==> src/rtl/gpio_pkg.sv <==
// gpio_pkg: request codes, register map, bank request and status bundles
// and the result record shared by the bank and the top level
// depends on nothing
package gpio_pkg;

  localparam int unsigned BANK_STRIDE = 32;
  localparam int unsigned PAD_COUNT   = 64;

  // request types
  localparam logic [1:0] REQ_READ  = 2'd0;
  localparam logic [1:0] REQ_WRITE = 2'd1;
  localparam logic [1:0] REQ_TICK  = 2'd2;

  // register map of one bank
  localparam logic [4:0] REG_DIR   = 5'd0;
  localparam logic [4:0] REG_DOR   = 5'd1;
  localparam logic [4:0] REG_DOSR  = 5'd2;
  localparam logic [4:0] REG_DOCR  = 5'd3;
  localparam logic [4:0] REG_DOER  = 5'd4;
  localparam logic [4:0] REG_DOESR = 5'd5;
  localparam logic [4:0] REG_DOECR = 5'd6;
  localparam logic [4:0] REG_IER   = 5'd7;
  localparam logic [4:0] REG_IESR  = 5'd8;
  localparam logic [4:0] REG_IECR  = 5'd9;
  localparam logic [4:0] REG_ITR   = 5'd10;
  localparam logic [4:0] REG_ITSR  = 5'd11;
  localparam logic [4:0] REG_ITCR  = 5'd12;
  localparam logic [4:0] REG_IPHR  = 5'd13;
  localparam logic [4:0] REG_IPHSR = 5'd14;
  localparam logic [4:0] REG_IPHCR = 5'd15;
  localparam logic [4:0] REG_IPLR  = 5'd16;
  localparam logic [4:0] REG_IPLSR = 5'd17;
  localparam logic [4:0] REG_IPLCR = 5'd18;
  localparam logic [4:0] REG_ISR   = 5'd19;

  // one accepted item as seen by a bank
  typedef struct packed {
    logic        rd;
    logic        wr;
    logic        tick;
    logic [4:0]  sel;
    logic [31:0] wdata;
    logic [31:0] levels;
  } gpio_req_t;

  // bank state after the item, zero-extended to the bank stride
  typedef struct packed {
    logic [31:0] rdata;
    logic [31:0] act;
    logic [31:0] drive;
    logic [31:0] enable;
  } gpio_bank_st_t;

  typedef struct packed {
    logic [31:0] rdata;
    logic        irq;
    logic        any;
    logic [5:0]  lowest;
    logic [63:0] drive;
    logic [63:0] enable;
  } gpio_res_t;

  // index of the lowest set bit, zero when none is set
  function automatic logic [4:0] lowest_bit(logic [31:0] v);
    logic [4:0] idx;
    idx = '0;
    for (int i = 31; i >= 0; i--) begin
      if (v[i]) begin
        idx = 5'(i);
      end
    end
    return idx;
  endfunction

endpackage

==> src/rtl/gpio_bank.sv <==
// gpio_bank: register file of one pin bank with set/clear aliases,
// write-1-clear pending bits and edge or level interrupt latching
// depends on gpio_pkg
module gpio_bank
  import gpio_pkg::*;
#(
  parameter int unsigned PINS = 32
) (
  input  logic          clk,
  input  logic          rst_n,
  input  gpio_req_t     req,
  output gpio_bank_st_t st
);

  logic [PINS-1:0] smp_r,   smp_nxt;
  logic [PINS-1:0] latch_r, latch_nxt;
  logic [PINS-1:0] oe_r,    oe_nxt;
  logic [PINS-1:0] ie_r,    ie_nxt;
  logic [PINS-1:0] trig_r,  trig_nxt;
  logic [PINS-1:0] phi_r,   phi_nxt;
  logic [PINS-1:0] plo_r,   plo_nxt;
  logic [PINS-1:0] pend_r,  pend_nxt;

  logic [PINS-1:0] wd;
  logic [PINS-1:0] now;
  logic [PINS-1:0] rise;
  logic [PINS-1:0] fall;
  logic [PINS-1:0] edge_hit;
  logic [PINS-1:0] level_hit;
  logic [PINS-1:0] rd_val;

  assign wd  = req.wdata[PINS-1:0];
  assign now = req.levels[PINS-1:0];

  assign rise      = now & ~smp_r;
  assign fall      = ~now & smp_r;
  assign edge_hit  = trig_r & ((phi_r & rise) | (plo_r & fall));
  assign level_hit = ~trig_r & ((phi_r & now) | (plo_r & ~now));

  always_comb begin
    smp_nxt   = smp_r;
    latch_nxt = latch_r;
    oe_nxt    = oe_r;
    ie_nxt    = ie_r;
    trig_nxt  = trig_r;
    phi_nxt   = phi_r;
    plo_nxt   = plo_r;
    pend_nxt  = pend_r;
    if (req.wr) begin
      case (req.sel)
        REG_DOR:   latch_nxt = wd;
        REG_DOSR:  latch_nxt = latch_r | wd;
        REG_DOCR:  latch_nxt = latch_r & ~wd;
        REG_DOER:  oe_nxt    = wd;
        REG_DOESR: oe_nxt    = oe_r | wd;
        REG_DOECR: oe_nxt    = oe_r & ~wd;
        REG_IER:   ie_nxt    = wd;
        REG_IESR:  ie_nxt    = ie_r | wd;
        REG_IECR:  ie_nxt    = ie_r & ~wd;
        REG_ITR:   trig_nxt  = wd;
        REG_ITSR:  trig_nxt  = trig_r | wd;
        REG_ITCR:  trig_nxt  = trig_r & ~wd;
        REG_IPHR:  phi_nxt   = wd;
        REG_IPHSR: phi_nxt   = phi_r | wd;
        REG_IPHCR: phi_nxt   = phi_r & ~wd;
        REG_IPLR:  plo_nxt   = wd;
        REG_IPLSR: plo_nxt   = plo_r | wd;
        REG_IPLCR: plo_nxt   = plo_r & ~wd;
        REG_ISR:   pend_nxt  = pend_r & ~wd;
        default: begin
          // input level and unmapped codes ignore writes
        end
      endcase
    end
    if (req.tick) begin
      smp_nxt  = now;
      pend_nxt = pend_r | edge_hit | level_hit;
    end
  end

  // reads change nothing, so current contents are the state after the item
  always_comb begin
    case (req.sel)
      REG_DIR:                        rd_val = (oe_r & latch_r) | (~oe_r & smp_r);
      REG_DOR, REG_DOSR, REG_DOCR:    rd_val = latch_r;
      REG_DOER, REG_DOESR, REG_DOECR: rd_val = oe_r;
      REG_IER, REG_IESR, REG_IECR:    rd_val = ie_r;
      REG_ITR, REG_ITSR, REG_ITCR:    rd_val = trig_r;
      REG_IPHR, REG_IPHSR, REG_IPHCR: rd_val = phi_r;
      REG_IPLR, REG_IPLSR, REG_IPLCR: rd_val = plo_r;
      REG_ISR:                        rd_val = pend_r;
      default:                        rd_val = '0;
    endcase
  end

  assign st.rdata  = req.rd ? 32'(rd_val) : '0;
  assign st.act    = 32'(pend_nxt & ie_nxt);
  assign st.drive  = 32'(latch_nxt);
  assign st.enable = 32'(oe_nxt);

  always_ff @(posedge clk) begin
    if (!rst_n) begin
      smp_r   <= '0;
      latch_r <= '0;
      oe_r    <= '0;
      ie_r    <= '0;
      trig_r  <= '0;
      phi_r   <= '0;
      plo_r   <= '0;
      pend_r  <= '0;
    end else begin
      smp_r   <= smp_nxt;
      latch_r <= latch_nxt;
      oe_r    <= oe_nxt;
      ie_r    <= ie_nxt;
      trig_r  <= trig_nxt;
      phi_r   <= phi_nxt;
      plo_r   <= plo_nxt;
      pend_r  <= pend_nxt;
    end
  end

`ifndef NO_ASSERTIONS
  // pending bits only appear on a sample tick
  a_pend_only_on_tick: assert property (@(posedge clk) disable iff (!rst_n)
    !req.tick |=> ((pend_r & ~$past(pend_r)) == '0))
    else $error("pending bit set without a sample tick");

  // the sampled level only moves on a tick
  a_smp_only_on_tick: assert property (@(posedge clk) disable iff (!rst_n)
    !req.tick |=> $stable(smp_r))
    else $error("input sample changed without a tick");

  // configuration registers only move on a write
  a_cfg_only_on_write: assert property (@(posedge clk) disable iff (!rst_n)
    !req.wr |=> ($stable(latch_r) && $stable(oe_r) && $stable(ie_r) && $stable(trig_r)))
    else $error("register changed without a write");
`endif

endmodule

==> src/rtl/gpio_port_with_edge_interrupts_unit.sv <==
// gpio_port_with_edge_interrupts_unit: top level of the two-bank gpio port,
// bank registers, lowest-pending-pin encoder and output skid stage
// depends on gpio_pkg and gpio_bank
//
//  channel  handshake           payload
//  in       in_valid/in_stall   req_type, bank, reg_sel, wdata, pin_levels
//  out      out_valid/out_stall rdata, irq_out, pending_any, lowest_pending_pin,
//                               pad_drive, pad_enable
//
// one item per cycle while in_stall is low; the result is registered in the output register,
// or first in the skid register while the output is held; bank state updates at the
// accepting edge, results show the state after it; a skid register holds one extra result,
// so in_stall rises only when both the output and skid registers are full
// rst_n is synchronous; bank registers, pending bits and valid flags clear to zero, result data is not reset
module gpio_port_with_edge_interrupts_unit
  import gpio_pkg::*;
#(
  parameter int unsigned PINS_PER_BANK = 32,
  parameter int unsigned BANK_COUNT    = 2
) (
  input  logic        clk,
  input  logic        rst_n,
  input  logic        in_valid,
  output logic        in_stall,
  input  logic [1:0]  in_req_type,
  input  logic        in_bank,
  input  logic [4:0]  in_reg_sel,
  input  logic [31:0] in_wdata,
  input  logic [63:0] in_pin_levels,
  output logic        out_valid,
  input  logic        out_stall,
  output logic [31:0] out_rdata,
  output logic        out_irq_out,
  output logic        out_pending_any,
  output logic [5:0]  out_lowest_pending_pin,
  output logic [63:0] out_pad_drive,
  output logic [63:0] out_pad_enable
);

  logic          in_acc;
  logic          out_take;
  gpio_bank_st_t bank_st [2];
  gpio_res_t     res;

  logic          out_vld_r,  out_vld_nxt;
  gpio_res_t     out_res_r,  out_res_nxt;
  logic          skid_vld_r, skid_vld_nxt;
  gpio_res_t     skid_res_r, skid_res_nxt;

  assign in_acc   = in_valid && !in_stall;
  assign out_take = out_vld_r && !out_stall;

  for (genvar b = 0; b < 2; b++) begin : g_bank
    if (b < BANK_COUNT) begin : g_on
      gpio_req_t req;
      assign req.rd     = in_acc && (in_req_type == REQ_READ) && (in_bank == 1'(b));
      assign req.wr     = in_acc && (in_req_type == REQ_WRITE) && (in_bank == 1'(b));
      assign req.tick   = in_acc && (in_req_type == REQ_TICK);
      assign req.sel    = in_reg_sel;
      assign req.wdata  = in_wdata;
      assign req.levels = in_pin_levels[b*BANK_STRIDE +: BANK_STRIDE];

      gpio_bank #(
        .PINS (PINS_PER_BANK)
      ) u_bank (
        .clk   (clk),
        .rst_n (rst_n),
        .req   (req),
        .st    (bank_st[b])
      );
    end else begin : g_off
      // missing bank reads zero and drives zeros
      assign bank_st[b] = '0;
    end
  end

  always_comb begin
    res.rdata  = bank_st[0].rdata | bank_st[1].rdata;
    res.irq    = (bank_st[0].act != '0) || (bank_st[1].act != '0);
    res.any    = res.irq;
    res.drive  = {bank_st[1].drive, bank_st[0].drive};
    res.enable = {bank_st[1].enable, bank_st[0].enable};
    // bank 0 wins
    if (bank_st[0].act != '0) begin
      res.lowest = {1'b0, lowest_bit(bank_st[0].act)};
    end else if (bank_st[1].act != '0) begin
      res.lowest = {1'b1, lowest_bit(bank_st[1].act)};
    end else begin
      res.lowest = '0;
    end
  end

  always_comb begin
    out_vld_nxt  = out_vld_r;
    out_res_nxt  = out_res_r;
    skid_vld_nxt = skid_vld_r;
    skid_res_nxt = skid_res_r;
    if (out_take || !out_vld_r) begin
      if (skid_vld_r) begin
        out_vld_nxt  = 1'b1;
        out_res_nxt  = skid_res_r;
        skid_vld_nxt = 1'b0;
      end else begin
        out_vld_nxt = in_acc;
        out_res_nxt = res;
      end
    end else if (in_acc) begin
      // output held, park the new item
      skid_vld_nxt = 1'b1;
      skid_res_nxt = res;
    end
  end

  always_ff @(posedge clk) begin
    if (!rst_n) begin
      out_vld_r  <= 1'b0;
      skid_vld_r <= 1'b0;
    end else begin
      out_vld_r  <= out_vld_nxt;
      skid_vld_r <= skid_vld_nxt;
    end
  end

  always_ff @(posedge clk) begin
    out_res_r  <= out_res_nxt;
    skid_res_r <= skid_res_nxt;
  end

  assign in_stall               = skid_vld_r;
  assign out_valid              = out_vld_r;
  assign out_rdata              = out_res_r.rdata;
  assign out_irq_out            = out_res_r.irq;
  assign out_pending_any        = out_res_r.any;
  assign out_lowest_pending_pin = out_res_r.lowest;
  assign out_pad_drive          = out_res_r.drive;
  assign out_pad_enable         = out_res_r.enable;

`ifndef NO_ASSERTIONS
  // the skid register only holds an item behind a full output register
  a_skid_behind_out: assert property (@(posedge clk) disable iff (!rst_n)
    skid_vld_r |-> out_vld_r)
    else $error("skid register full while output register empty");

  // the skid register fills only when the output was stalled
  a_skid_fill: assert property (@(posedge clk) disable iff (!rst_n)
    $rose(skid_vld_r) |-> $past(out_vld_r && out_stall))
    else $error("skid register filled without an output stall");

  // interrupt line and pending flag agree
  a_irq_any: assert property (@(posedge clk) disable iff (!rst_n)
    out_vld_r |-> (out_res_r.irq == out_res_r.any))
    else $error("irq_out and pending_any disagree");

  // no pending pin reports pin zero
  a_lowest_idle: assert property (@(posedge clk) disable iff (!rst_n)
    (out_vld_r && !out_res_r.any) |-> (out_res_r.lowest == '0))
    else $error("lowest pending pin nonzero with nothing pending");
`endif

endmodule

==> config.mk <==
export PLATFORM = sky130hd
export DESIGN_NAME = gpio_port_with_edge_interrupts_unit
export DESIGN_NICKNAME = d
export VERILOG_FILES = /design/src/rtl/gpio_pkg.sv /design/src/rtl/gpio_bank.sv /design/src/rtl/gpio_port_with_edge_interrupts_unit.sv
export SDC_FILE = /design/constraint.sdc
export NUM_CORES = 2
export LEC_CHECK = 0
export BUFFER_PORTS_ARGS = -buffer_cell sky130_fd_sc_hd__buf_2
export CAP_MARGIN = 20
export CORE_MARGIN = 3
export CORE_UTILIZATION = 25
export CTS_BUF_LIST = sky130_fd_sc_hd__clkbuf_2
export CTS_CLUSTER_DIAMETER = 80
export CTS_CLUSTER_SIZE = 28
export DETAILED_ROUTE_END_ITERATION = 7
export GPL_ROUTABILITY_DRIVEN = 0
export PLACE_DENSITY = 0.36
export SYNTH_ARGS = -nofsm -noshare
export SYNTH_HDL_FRONTEND = slang
export SYNTH_HIERARCHICAL = 1
export SYNTH_SLANG_ARGS = --single-unit
==> constraint.sdc <==
create_clock -name clk -period 16.4 [get_ports clk]
set_input_delay 0.82 -clock clk [delete_from_list [all_inputs] [get_ports clk]]
set_output_delay 0.82 -clock clk [all_outputs]
set_load 0.005 [all_outputs]
==> flow_summary.json <==
{
  "status": "finished, final reports clean",
  "cp_common_cell": "nor2_1",
  "grt.total_usage_pct": 21.4,
  "hold_class": "input port to register",
  "yosys_warnings": 6,
  "max-slew-margin-rel_pct": 21.6,
  "leakage_nw": 15.9,
  "drive_gt1_share_pct": 26.2,
  "power_density_mw_per_mm2": 76.8,
  "setup_viol": 0,
  "cts_max_level": 2,
  "grt_remaining_overflow": 0,
  "sw_frac_of_total_pct": 31.8,
  "synth.area.top_cells": "dfxtp_1 (24%), edfxtp_1 (23%), mux2_2 (5.3%)",
  "synth-edff-count": 334,
  "pwr-share-seq_pct": 60.0,
  "synth.top_cell.area_share_pct": 23.9,
  "dr.first_iter.drc_count": 3127,
  "insertion_delay_ns": 1.64,
  "synth_top_flop_cell": "dfxtp_1",
  "core-area_sq_mm": 0.170,
  "ys_types": 91,
  "cts_made_buffers": 58,
  "cpPeakStageDelay_ns": 0.99,
  "cp-end-kind": "register",
  "grt_pass1_vias": 35364,
  "internal_power_mw": 2.58,
  "die_area_sq_mm": 0.177,
  "crit_chain": "nand2b_1 > nor4b_2 > dlygate4sd3_1 > buf_4 > nor2b_4 > o21a_2 > a22oi_1 > nor2_1 > nor2_1 > o311ai_0 > a311oi_1 > or4_1 > o41ai_2 > mux2_1",
  "report.final.slew_viol_count": 0,
  "maxCapViolCount": 0,
  "via_count": 35321,
  "crit_type": "register to register",
  "cp-startpoint": "in_stall",
  "r2r_start": "in_stall",
  "hpwl_mm": 127,
  "root_buffer": "clkbuf_2",
  "timing.fmax_mhz": 164,
  "std_cell_rows": 151,
  "drt-wirelength-per-cell_um": 29.5,
  "antenna_found_initial": 17,
  "post_cts_buffers": 0,
  "avgSynthCellArea_sq_um": 10.5,
  "die_h_um": 421,
  "dr.pass1.iters": 6,
  "totalWireLength_mm": 197,
  "fp.dieW_um": 421,
  "cp_slowest_cell": "o21a_2",
  "clk_transition_reported_paths_ns": 0.47,
  "cts_tree": "built",
  "critPathLaunchType": "register",
  "rsz0062_at_grt": "no",
  "nets": 4419,
  "vias_per_cell": 5.30,
  "synthCells": 4086,
  "ir_drop_uv": 45.3,
  "comb_power_share_pct": 10.7,
  "antenna_left": 0,
  "syn2layout_area_growth_pct": 14.1,
  "initial_core_util_pct": 25.3,
  "final_hold_viol_count": 0,
  "final_common_cell": "dfxtp_1",
  "critPathMaxFanout": 38,
  "yosys.area.top_type": "dfxtp_1",
  "arrival_ns": 7.63,
  "final_cell_mix": "dfxtp_1 (513), nor2_1 (351), edfxtp_1 (334)",
  "synth_area_sq_mm": 0.0431,
  "clock_path_buffers": 3,
  "synth_nets": 4194,
  "io_pins": 278,
  "synth-seq-cells": 848,
  "reg2reg_depth": 14,
  "p_total_mw": 3.77,
  "finalSetupTns_ns": 0,
  "cts_resized": 0,
  "min_period_over_period_pct": 37.2,
  "drc": 0,
  "p_clk_share_pct": 29.2,
  "grt_max_degree": 86,
  "clock-sinks": 848,
  "switchingPower_mw": 1.20,
  "rrSetupSlack_ns": 10.30,
  "worst_slew_pin_slew_ns": 1.18,
  "required_ns": 17.93,
  "final_util_pct": 28.9,
  "skew_ns": 0.158,
  "rr_endpoint": "out_lowest_pending_pin[1]",
  "grt_pass1_wl_mm": 280,
  "yosysSeqAreaShare_pct": 47.2,
  "port_buffers": 277,
  "crit_end": "out_lowest_pending_pin[1]",
  "async_flop_share_pct": 0,
  "period_minus_slack_ns": 6.10
}
final cells by class:
type                       count  area [sq um]
clock inverter                48           591
tap                         2295          2870
sequential                   848         20300
inverter                      20          85.1
fill                       17755        121000
antenna                       14          35.0
clock buffer                  62           310
timing repair buffer         579          4220
multi-input combinational   2804         20700
metal layers:
metal  routed length, um  up-vias  global-route usage (%)  part of all wire [%]
li1                    -    15925                       -                     -
met1               88500    18195                    28.7                    45
met2               94000      960                    36.1                    48
met3                7900      237                    2.53                   4.0
met4                6260        4                    6.20                   3.2
met5                  31        -                       0                 0.016
worst min path at each step:
stage / slack, ns / from / cells after the start / endpoint
final: 0.18 / in_pin_levels[0] / 4 / g_bank[0].g_on.u_bank/smp_r[0]
after global routing: 0.05 / rst_n / 3 / g_bank[0].g_on.u_bank/oe_r[12]
after CTS: 0.002 / rst_n / 3 / g_bank[0].g_on.u_bank/oe_r[12]
after detailed placement: 0.48 / g_bank[0].g_on.u_bank/phi_r[29] / 2 / g_bank[0].g_on.u_bank/phi_r[29]
after global placement: 0.48 / g_bank[0].g_on.u_bank/phi_r[26] / 2 / g_bank[0].g_on.u_bank/phi_r[26]
after floorplan: 0.45 / g_bank[0].g_on.u_bank/plo_r[31] / 2 / g_bank[0].g_on.u_bank/plo_r[31]
registers in the layout (all words and copies together), names as in the netlist:
register and count:
g_bank.g_on.u_bank/oe_r 64, out_pad_enable 64, g_bank.g_on.u_bank/plo_r 64, out_lowest_pending_pin 6, g_bank.g_on.u_bank/smp_r 64, skid_res_r 167, out_pad_drive 64, out_valid 1
g_bank.g_on.u_bank/trig_r 64, g_bank.g_on.u_bank/pend_r 64, g_bank.g_on.u_bank/latch_r 64, g_bank.g_on.u_bank/ie_r 64, out_irq_out 1, out_rdata 32, in_stall 1, g_bank.g_on.u_bank/phi_r 64
cells by family (layout without fill, tap and decap cells):
logic type / count (synthesis) / count (layout) / synth area share [%]
other cells: 0 / 14 / 0
buf+inv: 434 / 709 / 5.19
compound gates: 1246 / 1246 / 23.3
simple gates: 1151 / 1151 / 14.5
mux: 341 / 341 / 8.52
flops: 848 / 848 / 47.2
xor+xnor: 66 / 66 / 1.34
what timing repair did:
action,in CTS,in global routing
hold buffers,187,0
setup endpoints to repair,0,0
hold endpoints to repair,735,0
per-stage QoR:
step           instances  hold WS [ns]  cell area (sq um)  worst slack (ns)
2_1_floorplan       4086         0.453              43100              1.93
3_3_place_gp        6354         0.478              46200             10.25
3_5_place_dp        6356         0.484              46300             10.24
4_1_cts             6653       0.00250              49000              9.98
5_1_grt             6665        0.0451              49100             10.01
6_report            6670         0.184              49100             10.30
Yosys cell counts, types with 10 or more instances:
cell       number
edfxtp_1      334
or4b_1         12
or4b_2         10
mux2i_1       136
a2bb2oi_1      16
nor4_1         11
nand3_1        15
o21ai_0       172
clkbuf_1      152
buf_4          25
a22o_2         60
buf_2         198
nor2_1        356
a222oi_1       20
a22oi_1        62
a22oi_2        60
a22o_1         84
o2bb2ai_1      64
a221oi_1       17
a211oi_1       69
nor3_1         13
o21a_1         11
nand4b_1       70
o31ai_1        23
a31oi_1        89
nor4b_1        33
mux2_2        203
dfxtp_1       514
o211ai_2       60
nor2_2         62
o221ai_2       60
a21oi_1       204
xnor2_1        66
buf_6          19
nor3b_1        10
inv_1          20
nand2_1       281
and2_1        136
a41oi_1        29
or2_2          34
and3_1         29
nor2b_1        12
o2111ai_1      65
a32oi_1        20
worst max-delay path: cells and delay by family (launching register included):
kind | cells | cell delay, ns
mux | 1 | 0.18
simple gates | 6 | 2.40
compound gates | 5 | 1.76
flops | 1 | 0.59
buf+inv | 2 | 1.08
power by group through the flow:
| stage | Clock [mW] | Sequential [mW] | Combinational [mW] |
|---|---|---|---|
| CTS | 1.17 | 2.27 | 0.405 |
| global placement | 0 | 2.30 | 0.365 |
| floorplan | 0 | 2.30 | 0.184 |
| global route | 1.23 | 2.27 | 0.424 |
| finish | 1.10 | 2.27 | 0.404 |
| detailed placement | 0 | 2.30 | 0.364 |
No activity file was read; power rests on OpenSTA's default activity.
